[src/lenav_pkg.sv]
// ----------------------------------------------------------------------------
// lenav_pkg
// Shared types and constants of the line editor with word navigation.
// ----------------------------------------------------------------------------
package lenav_pkg;

  // Line geometry
  localparam int LINE_CAPACITY = 62;
  localparam int POS_W         = $clog2(LINE_CAPACITY + 1);
  localparam int CHAR_W        = 7;
  localparam int FUNC_W        = 3;

  localparam logic [POS_W-1:0]  CAP_POS    = POS_W'(LINE_CAPACITY);
  localparam logic [CHAR_W-1:0] SPACE_CODE = 7'd32;
  localparam logic [CHAR_W-1:0] GLYPH_LOW  = 7'd32;
  localparam logic [CHAR_W-1:0] GLYPH_HIGH = 7'd126;

  // Command codes on the input stream
  localparam logic [FUNC_W-1:0] FUNC_INSERT     = 3'd0;
  localparam logic [FUNC_W-1:0] FUNC_DEL_CHAR   = 3'd1;
  localparam logic [FUNC_W-1:0] FUNC_DEL_WORD   = 3'd2;
  localparam logic [FUNC_W-1:0] FUNC_LEFT       = 3'd3;
  localparam logic [FUNC_W-1:0] FUNC_RIGHT      = 3'd4;
  localparam logic [FUNC_W-1:0] FUNC_WORD_LEFT  = 3'd5;
  localparam logic [FUNC_W-1:0] FUNC_WORD_RIGHT = 3'd6;

  // Classified operation handed from the front to the back
  typedef enum logic [2:0] {
    OP_INSERT,
    OP_DEL_CHAR,
    OP_DEL_WORD,
    OP_LEFT,
    OP_RIGHT,
    OP_WORD_LEFT,
    OP_WORD_RIGHT,
    OP_NONE
  } op_t;

  typedef struct packed {
    op_t               op;
    logic [CHAR_W-1:0] ch;
  } cmd_t;

  // Back-end sequencer states
  typedef enum logic [2:0] {
    ST_IDLE,
    ST_SCAN,
    ST_SHIFT,
    ST_PUT,
    ST_REMOVE,
    ST_EMIT
  } state_t;

endpackage

[src/line_editor_word_navigation.sv]
// ----------------------------------------------------------------------------
// line_editor_word_navigation
// Edit line with character and word motion; streams the line after each
// command word.
// ----------------------------------------------------------------------------
//  channel | dir | tdata fields (low bit up)                        | tlast
//  s_*     | in  | func[2:0] new_char[9:3]                          | -
//  m_*     | out | column[5:0] glyph[12:6] at_cursor[13]            | last
//          |     | line_length[19:14] cursor_column[25:20]          |
//
//  Per command: a dispatch step, the edit, then one word a cycle for the line
//  while the output is ready (length cells, plus the end cell when the cursor
//  sits there), set by the single memory read port. Insert shifts the tail
//  one cell right, then places the character; deletes close the gap; word
//  scans walk the space map cell by cell in two phases.
//  Reset (rst, synchronous) empties the line; output stalls hold the result.
// ----------------------------------------------------------------------------
module line_editor_word_navigation (
  input  logic        clk,
  input  logic        rst,
  input  logic        s_tvalid,
  output logic        s_tready,
  input  logic [15:0] s_tdata,   // func[2:0], new_char[9:3]
  output logic        m_tvalid,
  input  logic        m_tready,
  output logic [31:0] m_tdata,   // column[5:0], glyph[12:6], at_cursor[13],
                                 // line_length[19:14], cursor_column[25:20]
  output logic        m_tlast
);

  logic            q_full;
  logic            q_push;
  lenav_pkg::cmd_t push_cmd;
  logic            q_pop;
  logic            q_valid;
  lenav_pkg::cmd_t head_cmd;

  lenav_front u_front (
    .s_tvalid (s_tvalid),
    .s_tready (s_tready),
    .s_tdata  (s_tdata),
    .q_full   (q_full),
    .q_push   (q_push),
    .q_cmd    (push_cmd)
  );

  lenav_cmd_queue u_queue (
    .clk      (clk),
    .rst      (rst),
    .push     (q_push),
    .push_cmd (push_cmd),
    .full     (q_full),
    .pop      (q_pop),
    .valid    (q_valid),
    .head_cmd (head_cmd)
  );

  lenav_back u_back (
    .clk      (clk),
    .rst      (rst),
    .q_valid  (q_valid),
    .q_cmd    (head_cmd),
    .q_pop    (q_pop),
    .m_tvalid (m_tvalid),
    .m_tready (m_tready),
    .m_tdata  (m_tdata),
    .m_tlast  (m_tlast)
  );

endmodule

[src/lenav_front.sv]
// ----------------------------------------------------------------------------
// lenav_front
// Accepts command words and classifies them into back-end operations.
// ----------------------------------------------------------------------------
module lenav_front (
  input  logic                         s_tvalid,
  output logic                         s_tready,
  input  logic [15:0]                  s_tdata,   // func[2:0], new_char[9:3]
  input  logic                         q_full,
  output logic                         q_push,
  output lenav_pkg::cmd_t              q_cmd
);

  logic [lenav_pkg::FUNC_W-1:0] func;
  logic [lenav_pkg::CHAR_W-1:0] ch;
  logic                         printable;

  assign func      = s_tdata[2:0];
  assign ch        = s_tdata[9:3];
  assign printable = (ch >= lenav_pkg::GLYPH_LOW) && (ch <= lenav_pkg::GLYPH_HIGH);

  // Take a word whenever the queue has room
  assign s_tready = ~q_full;
  assign q_push   = s_tvalid & ~q_full;

  // Map command code to an operation; drop non-printable inserts
  always_comb begin
    q_cmd.ch = ch;
    case (func)
      lenav_pkg::FUNC_INSERT:     q_cmd.op = printable ? lenav_pkg::OP_INSERT
                                                       : lenav_pkg::OP_NONE;
      lenav_pkg::FUNC_DEL_CHAR:   q_cmd.op = lenav_pkg::OP_DEL_CHAR;
      lenav_pkg::FUNC_DEL_WORD:   q_cmd.op = lenav_pkg::OP_DEL_WORD;
      lenav_pkg::FUNC_LEFT:       q_cmd.op = lenav_pkg::OP_LEFT;
      lenav_pkg::FUNC_RIGHT:      q_cmd.op = lenav_pkg::OP_RIGHT;
      lenav_pkg::FUNC_WORD_LEFT:  q_cmd.op = lenav_pkg::OP_WORD_LEFT;
      lenav_pkg::FUNC_WORD_RIGHT: q_cmd.op = lenav_pkg::OP_WORD_RIGHT;
      default:                    q_cmd.op = lenav_pkg::OP_NONE;
    endcase
  end

endmodule

[src/lenav_cmd_queue.sv]
// ----------------------------------------------------------------------------
// lenav_cmd_queue
// Two-entry queue of classified commands between the front and the back.
// ----------------------------------------------------------------------------
module lenav_cmd_queue (
  input  logic             clk,
  input  logic             rst,
  input  logic             push,
  input  lenav_pkg::cmd_t  push_cmd,
  output logic             full,
  input  logic             pop,
  output logic             valid,
  output lenav_pkg::cmd_t  head_cmd
);

  lenav_pkg::cmd_t entries [2];
  logic            wr_ptr;
  logic            rd_ptr;
  logic [1:0]      count;
  logic [1:0]      count_next;

  assign full     = (count == 2'd2);
  assign valid    = (count != 2'd0);
  assign head_cmd = entries[rd_ptr];

  always_comb begin
    count_next = count;
    case ({push, pop})
      2'b10:   count_next = count + 2'd1;
      2'b01:   count_next = count - 2'd1;
      default: count_next = count;
    endcase
  end

  // Advance pointers and count
  always_ff @(posedge clk) begin
    if (rst) begin
      wr_ptr <= 1'b0;
      rd_ptr <= 1'b0;
      count  <= 2'd0;
    end else begin
      if (push) wr_ptr <= ~wr_ptr;
      if (pop)  rd_ptr <= ~rd_ptr;
      count <= count_next;
    end
  end

  // Store entry
  always_ff @(posedge clk) begin
    if (push) entries[wr_ptr] <= push_cmd;
  end

endmodule

[src/lenav_back.sv]
// ----------------------------------------------------------------------------
// lenav_back
// Carries out editing operations on the line memory and streams the line.
// ----------------------------------------------------------------------------
module lenav_back (
  input  logic                  clk,
  input  logic                  rst,
  input  logic                  q_valid,
  input  lenav_pkg::cmd_t       q_cmd,
  output logic                  q_pop,
  output logic                  m_tvalid,
  input  logic                  m_tready,
  output logic [31:0]           m_tdata,
  output logic                  m_tlast
);

  localparam int PW = lenav_pkg::POS_W;
  localparam int CW = lenav_pkg::CHAR_W;

  // Line memory and space map mirror
  logic [CW-1:0]                    text_mem [lenav_pkg::LINE_CAPACITY];
  logic [lenav_pkg::LINE_CAPACITY-1:0] sp_map;
  logic [CW-1:0]                    rdata;
  logic                             mem_we;
  logic [PW-1:0]                    mem_waddr;
  logic [CW-1:0]                    mem_wdata;
  logic                             mem_re;
  logic [PW-1:0]                    mem_raddr;

  // Sequencer state
  lenav_pkg::state_t state, state_next;
  lenav_pkg::op_t    op, op_next;
  logic [CW-1:0]     ch, ch_next;
  logic [PW-1:0]     length, length_next;
  logic [PW-1:0]     cursor, cursor_next;
  logic [PW-1:0]     pos, pos_next;
  logic              phase, phase_next;
  logic [PW-1:0]     idx, idx_next;
  logic              wr_pend, wr_pend_next;
  logic [PW-1:0]     wr_addr, wr_addr_next;

  // Pending read toward the output register
  logic              pend, pend_next;
  logic [PW-1:0]     pend_col, pend_col_next;
  logic              pend_end, pend_end_next;
  logic              pend_last, pend_last_next;

  // Output register
  logic              out_valid;
  logic [PW-1:0]     out_col;
  logic [CW-1:0]     out_glyph;
  logic              out_at_cur;
  logic [PW-1:0]     out_len;
  logic [PW-1:0]     out_cur;
  logic              out_last;

  // Helpers
  logic [PW-1:0]     pos_m1;
  logic [PW-1:0]     span;
  logic              left_mode;
  logic              can_step;
  logic              scan_done;
  logic              end_cell;
  logic              emit_more;
  logic              load;
  logic              issue;

  assign pos_m1    = pos - 1'b1;
  assign span      = cursor - pos;
  assign left_mode = (op != lenav_pkg::OP_WORD_RIGHT);
  assign end_cell  = (cursor == length);
  assign emit_more = (idx < length) || (end_cell && (idx == length));
  assign load      = pend && (!out_valid || m_tready);
  assign issue     = (state == lenav_pkg::ST_EMIT) && emit_more && (!pend || load);

  // Step test of the word scan: phase 0 skips one class, phase 1 the other
  always_comb begin
    if (left_mode) begin
      can_step = (pos != '0) && (sp_map[pos_m1] == ~phase);
    end else begin
      can_step = (pos < length) && (sp_map[pos] == phase);
    end
  end
  assign scan_done = !can_step && phase;

  // Next state
  always_comb begin
    state_next = state;
    case (state)
      lenav_pkg::ST_IDLE: begin
        if (q_valid) begin
          case (q_cmd.op)
            lenav_pkg::OP_INSERT:
              state_next = (length != lenav_pkg::CAP_POS) ? lenav_pkg::ST_SHIFT
                                                           : lenav_pkg::ST_EMIT;
            lenav_pkg::OP_DEL_CHAR:
              state_next = (cursor != '0) ? lenav_pkg::ST_REMOVE : lenav_pkg::ST_EMIT;
            lenav_pkg::OP_DEL_WORD:
              state_next = (cursor != '0) ? lenav_pkg::ST_SCAN : lenav_pkg::ST_EMIT;
            lenav_pkg::OP_WORD_LEFT,
            lenav_pkg::OP_WORD_RIGHT:
              state_next = lenav_pkg::ST_SCAN;
            default:
              state_next = lenav_pkg::ST_EMIT;
          endcase
        end
      end
      lenav_pkg::ST_SCAN: begin
        if (scan_done) begin
          if (op != lenav_pkg::OP_DEL_WORD || pos == cursor) begin
            state_next = lenav_pkg::ST_EMIT;
          end else begin
            state_next = lenav_pkg::ST_REMOVE;
          end
        end
      end
      lenav_pkg::ST_SHIFT: begin
        if (idx == cursor && !wr_pend) state_next = lenav_pkg::ST_PUT;
      end
      lenav_pkg::ST_PUT: begin
        state_next = lenav_pkg::ST_EMIT;
      end
      lenav_pkg::ST_REMOVE: begin
        if (idx == length && !wr_pend) state_next = lenav_pkg::ST_EMIT;
      end
      lenav_pkg::ST_EMIT: begin
        if (!emit_more && !pend) state_next = lenav_pkg::ST_IDLE;
      end
      default: state_next = lenav_pkg::ST_IDLE;
    endcase
  end

  // Datapath and memory controls
  always_comb begin
    op_next        = op;
    ch_next        = ch;
    length_next    = length;
    cursor_next    = cursor;
    pos_next       = pos;
    phase_next     = phase;
    idx_next       = idx;
    wr_pend_next   = 1'b0;
    wr_addr_next   = wr_addr;
    mem_we         = 1'b0;
    mem_waddr      = wr_addr;
    mem_wdata      = rdata;
    mem_re         = 1'b0;
    mem_raddr      = idx;
    q_pop          = 1'b0;
    pend_next      = load ? 1'b0 : pend;
    pend_col_next  = pend_col;
    pend_end_next  = pend_end;
    pend_last_next = pend_last;

    case (state)
      lenav_pkg::ST_IDLE: begin
        if (q_valid) begin
          q_pop      = 1'b1;
          op_next    = q_cmd.op;
          ch_next    = q_cmd.ch;
          pos_next   = cursor;
          phase_next = 1'b0;
          idx_next   = '0;
          case (q_cmd.op)
            lenav_pkg::OP_INSERT: begin
              if (length != lenav_pkg::CAP_POS) idx_next = length;
            end
            lenav_pkg::OP_DEL_CHAR: begin
              if (cursor != '0) begin
                pos_next = cursor - 1'b1;
                idx_next = cursor;
              end
            end
            lenav_pkg::OP_LEFT: begin
              if (cursor != '0) cursor_next = cursor - 1'b1;
            end
            lenav_pkg::OP_RIGHT: begin
              if (cursor != length) cursor_next = cursor + 1'b1;
            end
            default: begin
            end
          endcase
        end
      end

      // Walk the space map one cell a cycle
      lenav_pkg::ST_SCAN: begin
        if (can_step) begin
          pos_next = left_mode ? pos_m1 : (pos + 1'b1);
        end else if (!phase) begin
          phase_next = 1'b1;
        end else if (op != lenav_pkg::OP_DEL_WORD) begin
          cursor_next = pos;
          idx_next    = '0;
        end else begin
          idx_next = (pos == cursor) ? '0 : cursor;
        end
      end

      // Move the tail one cell right, top down
      lenav_pkg::ST_SHIFT: begin
        mem_we = wr_pend;
        if (idx != cursor) begin
          mem_re       = 1'b1;
          mem_raddr    = idx - 1'b1;
          wr_pend_next = 1'b1;
          wr_addr_next = idx;
          idx_next     = idx - 1'b1;
        end
      end

      // Drop the new character into the gap
      lenav_pkg::ST_PUT: begin
        mem_we      = 1'b1;
        mem_waddr   = cursor;
        mem_wdata   = ch;
        length_next = length + 1'b1;
        cursor_next = cursor + 1'b1;
        idx_next    = '0;
      end

      // Close the gap from pos up to the old cursor, bottom up
      lenav_pkg::ST_REMOVE: begin
        mem_we = wr_pend;
        if (idx != length) begin
          mem_re       = 1'b1;
          mem_raddr    = idx;
          wr_pend_next = 1'b1;
          wr_addr_next = idx - span;
          idx_next     = idx + 1'b1;
        end else if (!wr_pend) begin
          length_next = length - span;
          cursor_next = pos;
          idx_next    = '0;
        end
      end

      // Read cells in order, then the end cell when the cursor sits there
      lenav_pkg::ST_EMIT: begin
        if (issue) begin
          pend_next = 1'b1;
          idx_next  = idx + 1'b1;
          pend_col_next = idx;
          if (idx < length) begin
            mem_re         = 1'b1;
            mem_raddr      = idx;
            pend_end_next  = 1'b0;
            pend_last_next = !end_cell && ((idx + 1'b1) == length);
          end else begin
            pend_end_next  = 1'b1;
            pend_last_next = 1'b1;
          end
        end
      end

      default: begin
      end
    endcase
  end

  // Control registers
  always_ff @(posedge clk) begin
    if (rst) begin
      state     <= lenav_pkg::ST_IDLE;
      length    <= '0;
      cursor    <= '0;
      wr_pend   <= 1'b0;
      pend      <= 1'b0;
      out_valid <= 1'b0;
    end else begin
      state   <= state_next;
      length  <= length_next;
      cursor  <= cursor_next;
      wr_pend <= wr_pend_next;
      pend    <= pend_next;
      if (load) begin
        out_valid <= 1'b1;
      end else if (m_tready) begin
        out_valid <= 1'b0;
      end
    end
  end

  // Payload registers
  always_ff @(posedge clk) begin
    op        <= op_next;
    ch        <= ch_next;
    pos       <= pos_next;
    phase     <= phase_next;
    idx       <= idx_next;
    wr_addr   <= wr_addr_next;
    pend_col  <= pend_col_next;
    pend_end  <= pend_end_next;
    pend_last <= pend_last_next;
    if (load) begin
      out_col    <= pend_col;
      out_glyph  <= pend_end ? lenav_pkg::SPACE_CODE : rdata;
      out_at_cur <= (pend_col == cursor);
      out_len    <= length;
      out_cur    <= cursor;
      out_last   <= pend_last;
    end
  end

  // Line memory: one write, one registered read
  always_ff @(posedge clk) begin
    if (mem_we) begin
      text_mem[mem_waddr] <= mem_wdata;
      sp_map[mem_waddr]   <= (mem_wdata == lenav_pkg::SPACE_CODE);
    end
    if (mem_re) rdata <= text_mem[mem_raddr];
  end

  assign m_tvalid = out_valid;
  assign m_tlast  = out_last;
  assign m_tdata  = {6'd0, out_cur, out_len, out_at_cur, out_glyph, out_col};

endmodule
[config.mk]
export PLATFORM = sky130hd
export DESIGN_NAME = line_editor_word_navigation
export DESIGN_NICKNAME = d
export VERILOG_FILES = /design/src/lenav_pkg.sv /design/src/line_editor_word_navigation.sv /design/src/lenav_front.sv /design/src/lenav_cmd_queue.sv /design/src/lenav_back.sv
export SDC_FILE = /design/constraint.sdc
export NUM_CORES = 1
export LEC_CHECK = 0
export BUFFER_PORTS_ARGS = -buffer_cell sky130_fd_sc_hd__buf_2
export CAP_MARGIN = 15
export CORE_MARGIN = 4
export CORE_UTILIZATION = 45
export CTS_BUF_LIST = sky130_fd_sc_hd__clkbuf_4
export DETAILED_ROUTE_END_ITERATION = 6
export GPL_ROUTABILITY_DRIVEN = 0
export PLACE_DENSITY = 0.68
export SETUP_SLACK_MARGIN = 0.15
export SYNTH_ARGS = -nofsm -noshare
export SYNTH_HDL_FRONTEND = slang
export SYNTH_SLANG_ARGS = --single-unit
[constraint.sdc]
create_clock -name clk -period 3.9 [get_ports clk]
set_input_delay 0.975 -clock clk [delete_from_list [all_inputs] [get_ports clk]]
set_output_delay 0.975 -clock clk [all_outputs]
set_load 0.005 [all_outputs]
# Word level (Yosys, flattened, before mapping)
# Memory sizes are Yosys's and may differ from the RTL's. A register that Yosys moved wholly into a read port is not among the register bits.
# Index checks and enable logic that the tools add are counted.
# word_totals
ff_bits,148
inputBits,20
ramBits,454
elab_cells,234
n_memories,2
# memory_table
memory,words,word_bits,read_ports,rd_ports_with_merged_regs,write_ports,line_no,rtl
u_back.text_mem,62,7,1,1,1,lenav_back.sv:21,logic [CW-1:0] text_mem [lenav_pkg::LINE_CAPACITY];
u_queue.entries,2,10,1,1,1,lenav_cmd_queue.sv:16,lenav_pkg::cmd_t entries [2];
# op_classes
muxes,83
n_lt_le_gt_ge,8
eq_ne,52
n_reduce_logical,47
add_sub_neg,12
n_bitwise,5
# op_table
cell,count
6-bit 2-to-1 mux,29
62-bit bitwise mux,1
6-bit case mux with 2 select lines,5
6-bit == test,6
6-bit case mux with 6 select lines,1
1-bit 2-to-1 mux,26
6-bit by 1-bit adder with 6-bit output (second input constant),4
3-bit == test (second input constant),8
3-bit 2-to-1 mux,8
6-bit case mux with 4 select lines,1
6-bit by 7-bit < comparator with 1-bit output (second input constant),3
3-bit case mux with 7 select lines,1
3-bit by 2-bit == test with 1-bit output (second input constant),6
2-bit by 1-bit != test with 1-bit output (second input constant),9
6-bit != test,3
3-bit case mux with 6 select lines,1
6-bit nonzero test,3
6-bit by 1-bit subtractor with 6-bit output (second input constant),3
6-bit subtractor,3
1-bit logical AND,13
1-bit binary-select mux with 6-bit select,2
6-bit < comparator,2
3-bit case mux with 4 select lines,1
3-bit AND reduction,4
other kinds (31),64

# Logic depth before layout (Yosys ltp)
# Gate-level depths: netlist of the first run.
# depth
word_depth,10
depth_mapped,16
depth_no_buf,14

# Cells and area by module
# From an unflattened synthesis of the first run, not the netlist that was laid out.
# hier_totals
cells_unflattened,2114
area_unflattened_um2,28436.0
# modules_own_cells
mod,cells_each,instances,area_each_um2
lenav_back,2043,1,27390.0
lenav_cmd_queue,53,1,925.9
lenav_front,18,1,120.1

# Worst setup path after synthesis of the first run
# Ideal clock, no wire load.
# synth_timing
path_kind,flip-flop to flip-flop
from,register u_back.idx[0]
to,"register u_back.rdata[0] (read register of u_back.text_mem), enable pin"
stages_incl_launch_ff,13
required_time_ns,3.519
t_arrival_ns,3.638
setup_ns,0.381
setup_slack_ns,-0.119
path_cell_list,edfxtp_1 > clkbuf_1 > clkbuf_1 > clkinv_1 > clkbuf_1 > ha_1 > nand2_1 > or3_1 > o21ai_0 > nand3_1 > a21oi_1 > inv_1 > o21ai_0
# synth_between
elab_chain_cells,7
# synth_rtl
item,line_no,rtl
start: declaration,lenav_back.sv:38,"logic [PW-1:0] idx, idx_next;"
start signal: assignment,lenav_back.sv:290,idx <= idx_next;
"parallel branches: the longest is 6 deep, another holds 6-bit < comparator",-,
1-bit case mux with 3 select lines *,lenav_back.sv:155,case (state)
named net u_back.mem_re,lenav_back.sv:27,logic mem_re;
end: declaration,lenav_back.sv:23,logic [CW-1:0] rdata;
# Mark *: on every way through the listed nets, which the timed path passes.
# A chain may end at the register's enable or synchronous reset.

# Final worst setup path of the first run
# layout_timing
from,register u_back.idx[1]
to,"register u_back.rdata[6] (read register of u_back.text_mem), data pin"
# layout_between
elab_chain_cells,7
# layout_rtl
item
"parallel branches: the longest is 7 deep, another holds 6-bit < comparator"
# Parallel ways; which one is timed is not known.

==> results of run 1 <==
cells by family after synthesis:
logic type	Yosys count	share of synthesized area
DFF	610	0.631
adders and majority gates	38	0.0174
AOI/OAI and AO/OA	466	0.112
xor gates and xnor gates	63	0.0192
other	1	0.000131
buffers and inverters	192	0.0286
muxes	207	0.102
and+or+nand+nor	564	0.0905
per-layer routing:
layer / vias to the layer above / track usage
li1: 8874 / -
met1: 9857 / 0.293
met2: 1035 / 0.350
met3: 168 / 0.0526
met4: 2 / 0.0974
met5: - / 0
through the flow:
step / hold slack [ns] / total power [mW] / area [um2]
finish: 0.186 / 26.3 / 32800
detailed placement: 0.421 / 20.4 / 30700
floorplan: 0.400 / 16.5 / 28700
global route: 0.0927 / 27.7 / 32800
global placement: 0.416 / 20.2 / 30700
CTS: 0.0953 / 26.1 / 32700
cells in the mapped netlist (all sizes together), types with 5 or more instances:
| cell type | count |
|---|---|
| edfxtp | 587 |
| nand2 | 205 |
| a21oi | 138 |
| nor2 | 123 |
| clkbuf | 106 |
| nand3 | 95 |
| mux2i | 89 |
| o21ai | 65 |
| mux2 | 59 |
| mux4 | 59 |
| o311ai | 58 |
| nor2b | 57 |
| buf | 49 |
| a31oi | 40 |
| xnor2 | 36 |
| ha | 35 |
| a2111oi | 33 |
| inv | 33 |
| a311o | 28 |
| xor2 | 27 |
| dfxtp | 23 |
| nor3 | 19 |
| o211ai | 17 |
| a21o | 12 |
| a211oi | 11 |
| and3 | 10 |
| nand2b | 10 |
| nand4 | 9 |
| a221oi | 8 |
| a32o | 8 |
| nor4 | 7 |
| o21a | 7 |
| o41ai | 7 |
| a22oi | 6 |
| and2 | 6 |
| nand3b | 6 |
| o21bai | 6 |
| or3 | 6 |
| o31ai | 5 |
worst paths after layout:
path	to	slack, ns
min	u_queue.entries[1][0]$_DFFE_PP_	0.19
min reg2reg	u_back.m_tlast$_DFFE_PP_	0.42
max	u_back.rdata[6]$_DFFE_PP_	0.15
max reg2reg	u_back.rdata[6]$_DFFE_PP_	0.15
critical path: cells and delay by family, from the launching register on:
family	cells	cell delay [ns]
flip-flops	1	0.43
AO/OA/AOI/OAI	5	1.78
AND/OR/NAND/NOR	2	0.61
buffers and inverters	1	0.21
XOR/XNOR	2	0.43
power by group through the flow:
stage / Clock, mW / Combinational [mW] / Sequential (mW)
after CTS: 5.66 / 11.8 / 8.58
after detailed placement: 0 / 11.7 / 8.72
final: 5.52 / 12.2 / 8.60
after global placement: 0 / 11.5 / 8.70
after global routing: 6.06 / 13.0 / 8.61
after floorplan: 0 / 7.85 / 8.61
state kept, by name (all words and copies together) (netlist names), 2 cells and up, named ones only:
name,flops
u_back.rdata,7
u_back.pend_col,6
u_back.cursor,6
u_back.sp_map,62
u_queue.entries,20
u_queue.count,2
u_back.wr_addr,6
u_back.out_len,6
u_back.length,6
u_back.op,3
u_back.ch,7
u_back.out_col,6
u_back.idx,6
u_back.out_glyph,7
u_back.state,3
u_back.pos,6
u_back.out_cur,6
u_back.text_mem,434
what timing repair did:
action                                  CTS  global route
gates cloned                              0             2
gates resized for setup                   1            12
buffers inserted                          2             2
pin swaps                                 0             3
endpoints found under the hold margin     0             0
endpoints found under the setup margin    2            10
layout make-up:
| class | instances | share of cell area |
|---|---|---|
| clock buffer | 228 | 0.0522 |
| timing repair buffer | 201 | 0.0483 |
| tap | 846 | 0.0323 |
| inverter | 37 | 0.00424 |
| clock inverter | 39 | 0.00847 |
| sequential | 610 | 0.552 |
| multi-input combinational | 1345 | 0.302 |
| antenna | 6 | 0.000458 |
==> results.tsv, run 1 <==
metric	value	unit
status	finished with violations	
violations	design-rule violations	
layout_commonest_cell	edfxtp_1	
layout_setup_ws	0.149	ns
syn_area	28700	um2
root_buffer	clkbuf_4	
cp.required	4.62	ns
yosysTopAreaCellShare	0.615	
maxSlewHeadroom	0.364	
dieArea	67800	um2
maxSlewViolCount	0	
io_pins	55	
grt_max_degree	103	
synth-edff-count	587	
worst_slew_pin_slew	0.945	ns
setup_viol_count_final	0	
drive_gt1_frac	0.238	
wirelength	76400	um
finalCriticalPeriod	3.75	ns
regArea	18100	um2
crit_type	reg -> reg	
ys.flop_type	edfxtp_1	
cts_buffer_depth	3	
slowest_stage	o211ai_1	
avgSynthCellArea	13.4	um2
yosys_warnings	0	
async_flop_share	0	
rsz0062_at_grt	no	
m1WireLength	30600	um
hold_buffers	0	
yosys-top-cells-area	edfxtp_1 (61%), mux4_2 (4.0%), mux2i_1 (3.1%)	
combPwrFrac	0.463	
cts_buffers	155	
place_ws	0.169	ns
cpPeakStageDelay	0.52	ns
track_usage	0.221	
finalCoreUtilization	0.520	
yosysTopAreaCell	edfxtp_1	
crit_chain	xnor2_1 -> nand2_1 -> o211ai_1 -> xor2_1 -> buf_4 -> nand2_1 -> a311o_1 -> a31oi_1 -> o41ai_1 -> o211ai_1	
die_x	260	um
fin_cells	3312	
powerDensity	802	nW/um2
p_switching	10.6	mW
cts.sinks	610	
wire_per_inst	23.1	um
hold_viol	0	
fillCellCount	5335	
setup.worst_path.start	u_back.idx[1]$_DFFE_PP_	
final_antenna_net_count	0	
clk_pin_slew	0.07	ns
drc_errors	1	
grt-ovfl-total	0	
route.met3.wl	6830	um
p_leak	11.3	nW
top_layer_used	met5	
antenna_found_initial	3	
arrival	4.47	ns
hpwl	47800	um
p_sw_frac	0.404	
max_freq	267	MHz
htreeDepth	4	
numPortBuffers	42	
ys_seq_area_frac	0.631	
wl_met2	36200	um
grt_pass1_vias	19500	
area_delta_synth_final	14.4	%
p_seq_frac	0.327	
grt_pass1_wl	114000	um
clkPwrFrac	0.210	
syn-instance-count	2141	
rows	92	
vias_per_cell	6.02	
dpl.cell_count	3033	
skew	0.0690	ns
core	63100	um2
firstDrtPassIters	7	
dr_total_vias	19900	
period_share	0.962	
setup-tns-final	0	ns
synth_cell_types	73	
startpoint_type	flop	
start_util	0.455	
clk_latency	1.05	ns
die_y	260	um
min_from	s_tdata[3]	
crit_fanout	7	
layout.nets	2408	
worstHoldPathType	in -> reg	
tritoncts	built	
ir_drop	598	uV
holdPathStages	1	
multi_input_area	9910	um2
intPower	15.7	mW
cap_viol_max_count	0	
worstSetupEndpointType	flop	
r2r_cells	10	
drtIter0Drc	2380	
layout_common_cells	edfxtp_1 (587), clkbuf_4 (228), nand2_1 (204), buf_4 (143), a21oi_1 (137)	
r2r_start	u_back.idx[1]$_DFFE_PP_	
synth_seq_cells	610	
Power figures use the tool's default switching activity.
==> inputs of run 2 (changes only) <==
--- a/config.mk
+++ b/config.mk
@@ -9,7 +9,6 @@
 export CAP_MARGIN = 15
 export CORE_MARGIN = 4
 export CORE_UTILIZATION = 45
-export CTS_BUF_LIST = sky130_fd_sc_hd__clkbuf_4
 export DETAILED_ROUTE_END_ITERATION = 6
 export GPL_ROUTABILITY_DRIVEN = 0
 export PLACE_DENSITY = 0.68
==> results.tsv, run 2 (synthesized netlist as in run 1, its figures left out) <==
metric	value	unit
diodes	0	
track_usage	0.214	
hold_viol	0	
maxSlewViolCount	0	
die_x	260	um
hpwl	47800	um
status	complete, no violations	
tritoncts	built	
route.met3.wl	6650	um
dieArea	67800	um2
grt-ovfl-total	0	
drc_errors	0	
final_antenna_net_count	0	
hold_buffers	0	
worstSetupEndpointType	flop	
core	63100	um2
grt_max_degree	103	
htreeDepth	2	
top_layer_used	met4	
place_ws	0.169	ns
dr_total_vias	19400	
layout_setup_ws	0.225	ns
max_freq	272	MHz
clk_latency	0.65	ns
m1WireLength	30100	um
startpoint_type	flop	
rows	92	
powerDensity	805	nW/um2
clk_pin_slew	0.07	ns
antenna_found_initial	0	
design_area	32700	um2
maxSlewHeadroom	0.412	
cap_viol_max_count	0	
setup_viol_count_final	0	
wirelength	74800	um
drive_gt1_frac	0.187	
layout.nets	2312	
rsz0062_at_grt	no	
io_pins	55	
wire_per_inst	23.7	um
period_share	0.942	
place_area	30700	um2
start_util	0.455	
layout_commonest_cell	edfxtp_1	
top_register	u_back.text_mem	
wl_met2	35300	um
crit_fanout	16	
reg2reg_slack	0.23	ns
top_regs	u_back.text_mem: 434 flops, u_back.sp_map: 62 flops, u_queue.entries: 20 flops	
layout_common_cells	edfxtp_1 (587), nand2_1 (203), buf_4 (143), a21oi_1 (137), nor2_1 (123)	
vias_per_cell	6.14	
largest_register_ffs	434	
grt_pass1_wl	112000	um
drtIter0Drc	2426	
cts.sinks	610	
p_leak	11.1	nW
worst_slew_pin_slew	0.875	ns
die_y	260	um
finalCriticalPeriod	3.67	ns
cts_buffers	60	
skew	0.0341	ns
hold_slack	0.425	ns
arrival	4.22	ns
crit_type	reg -> reg	
cts_buffer_depth	3	
setup-tns-final	0	ns
worstHoldPathType	reg -> reg	
firstDrtPassIters	7	
area_delta_synth_final	14.0	%
root_buffer	clkbuf_16	
numPortBuffers	42	
grt_pass1_vias	18800	
ir_drop	632	uV
cp.required	4.45	ns
run 2: cell count changes in the layout (fill, tap and decap cells not counted), sizes merged:
| cell | previous run | this run |
|---|---|---|
| clkbuf | 229 | 71 |
| clkinv | 32 | 41 |
| diode | 6 | 0 |
| inv | 39 | 34 |
| buf | 200 | 199 |
| clkinvlp | 2 | 3 |
run 2: what timing repair did:
action,in CTS,in global routing
buffers inserted,1,2
resized for setup,1,12
gates cloned,0,2
endpoints found under the setup margin,2,12
pin swaps,0,3
run 2: path summary, 6_finish.rpt:
| kind | startpoint | to | depth (start not counted) |
|---|---|---|---|
| worst min-delay path | u_back.pend_last$_SDFFCE_PP1P_ | u_back.m_tlast$_DFFE_PP_ | 0 |
| worst max-delay path | u_back.pos[1]$_DFFE_PP_ | u_back.cursor[0]$_SDFFE_PP0P_ | 12 |
| worst min register to register | u_back.pend_last$_SDFFCE_PP1P_ | u_back.m_tlast$_DFFE_PP_ | 0 |
| worst max register to register | u_back.pos[1]$_DFFE_PP_ | u_back.cursor[0]$_SDFFE_PP0P_ | 12 |
run 2: cell type report:
cell class | instances | area (um2)
sequential | 610 | 18100
multi-input combinational | 1345 | 9920
clock buffer | 70 | 1580
tap | 846 | 1060
timing repair buffer | 200 | 1570
fill | 5256 | 30400
inverter | 37 | 139
clock inverter | 44 | 344
run 2: worst max-delay path, cell delays in order, from the launching register on:
cell	delay, ns
edfxtp_1	0.39
inv_1	0.15
ha_1	0.35
buf_4	0.29
mux4_2	0.37
nor2b_1	0.14
a2111oi_0	0.55
o41a_1	0.34
o21ai_2	0.10
a31oi_2	0.36
or3_4	0.27
a211oi_1	0.07
a211oi_1	0.21
run 2: through the flow:
stage	total power, mW	cells	util
final	26.3	3152	0.518
after global routing	27.6	3152	0.518
after CTS	26.1	3148	0.517
after detailed placement	20.4	3033	0.486
after global placement	20.2	3033	0.486
after floorplan	16.5	2146	-
run 2: where the power goes:
| group | internal, mW | switching, mW |
|---|---|---|
| Sequential | 8.32 | 0.272 |
| Clock | 3.11 | 2.52 |
| Combinational | 4.44 | 7.66 |
| Total | 15.9 | 10.5 |
run 2: routing by layer:
layer | up-vias | track usage
li1 | 8564 | -
met2 | 983 | 0.351
met4 | 0 | 0.0762
met1 | 9651 | 0.290
met5 | - | 0
met3 | 168 | 0.0374
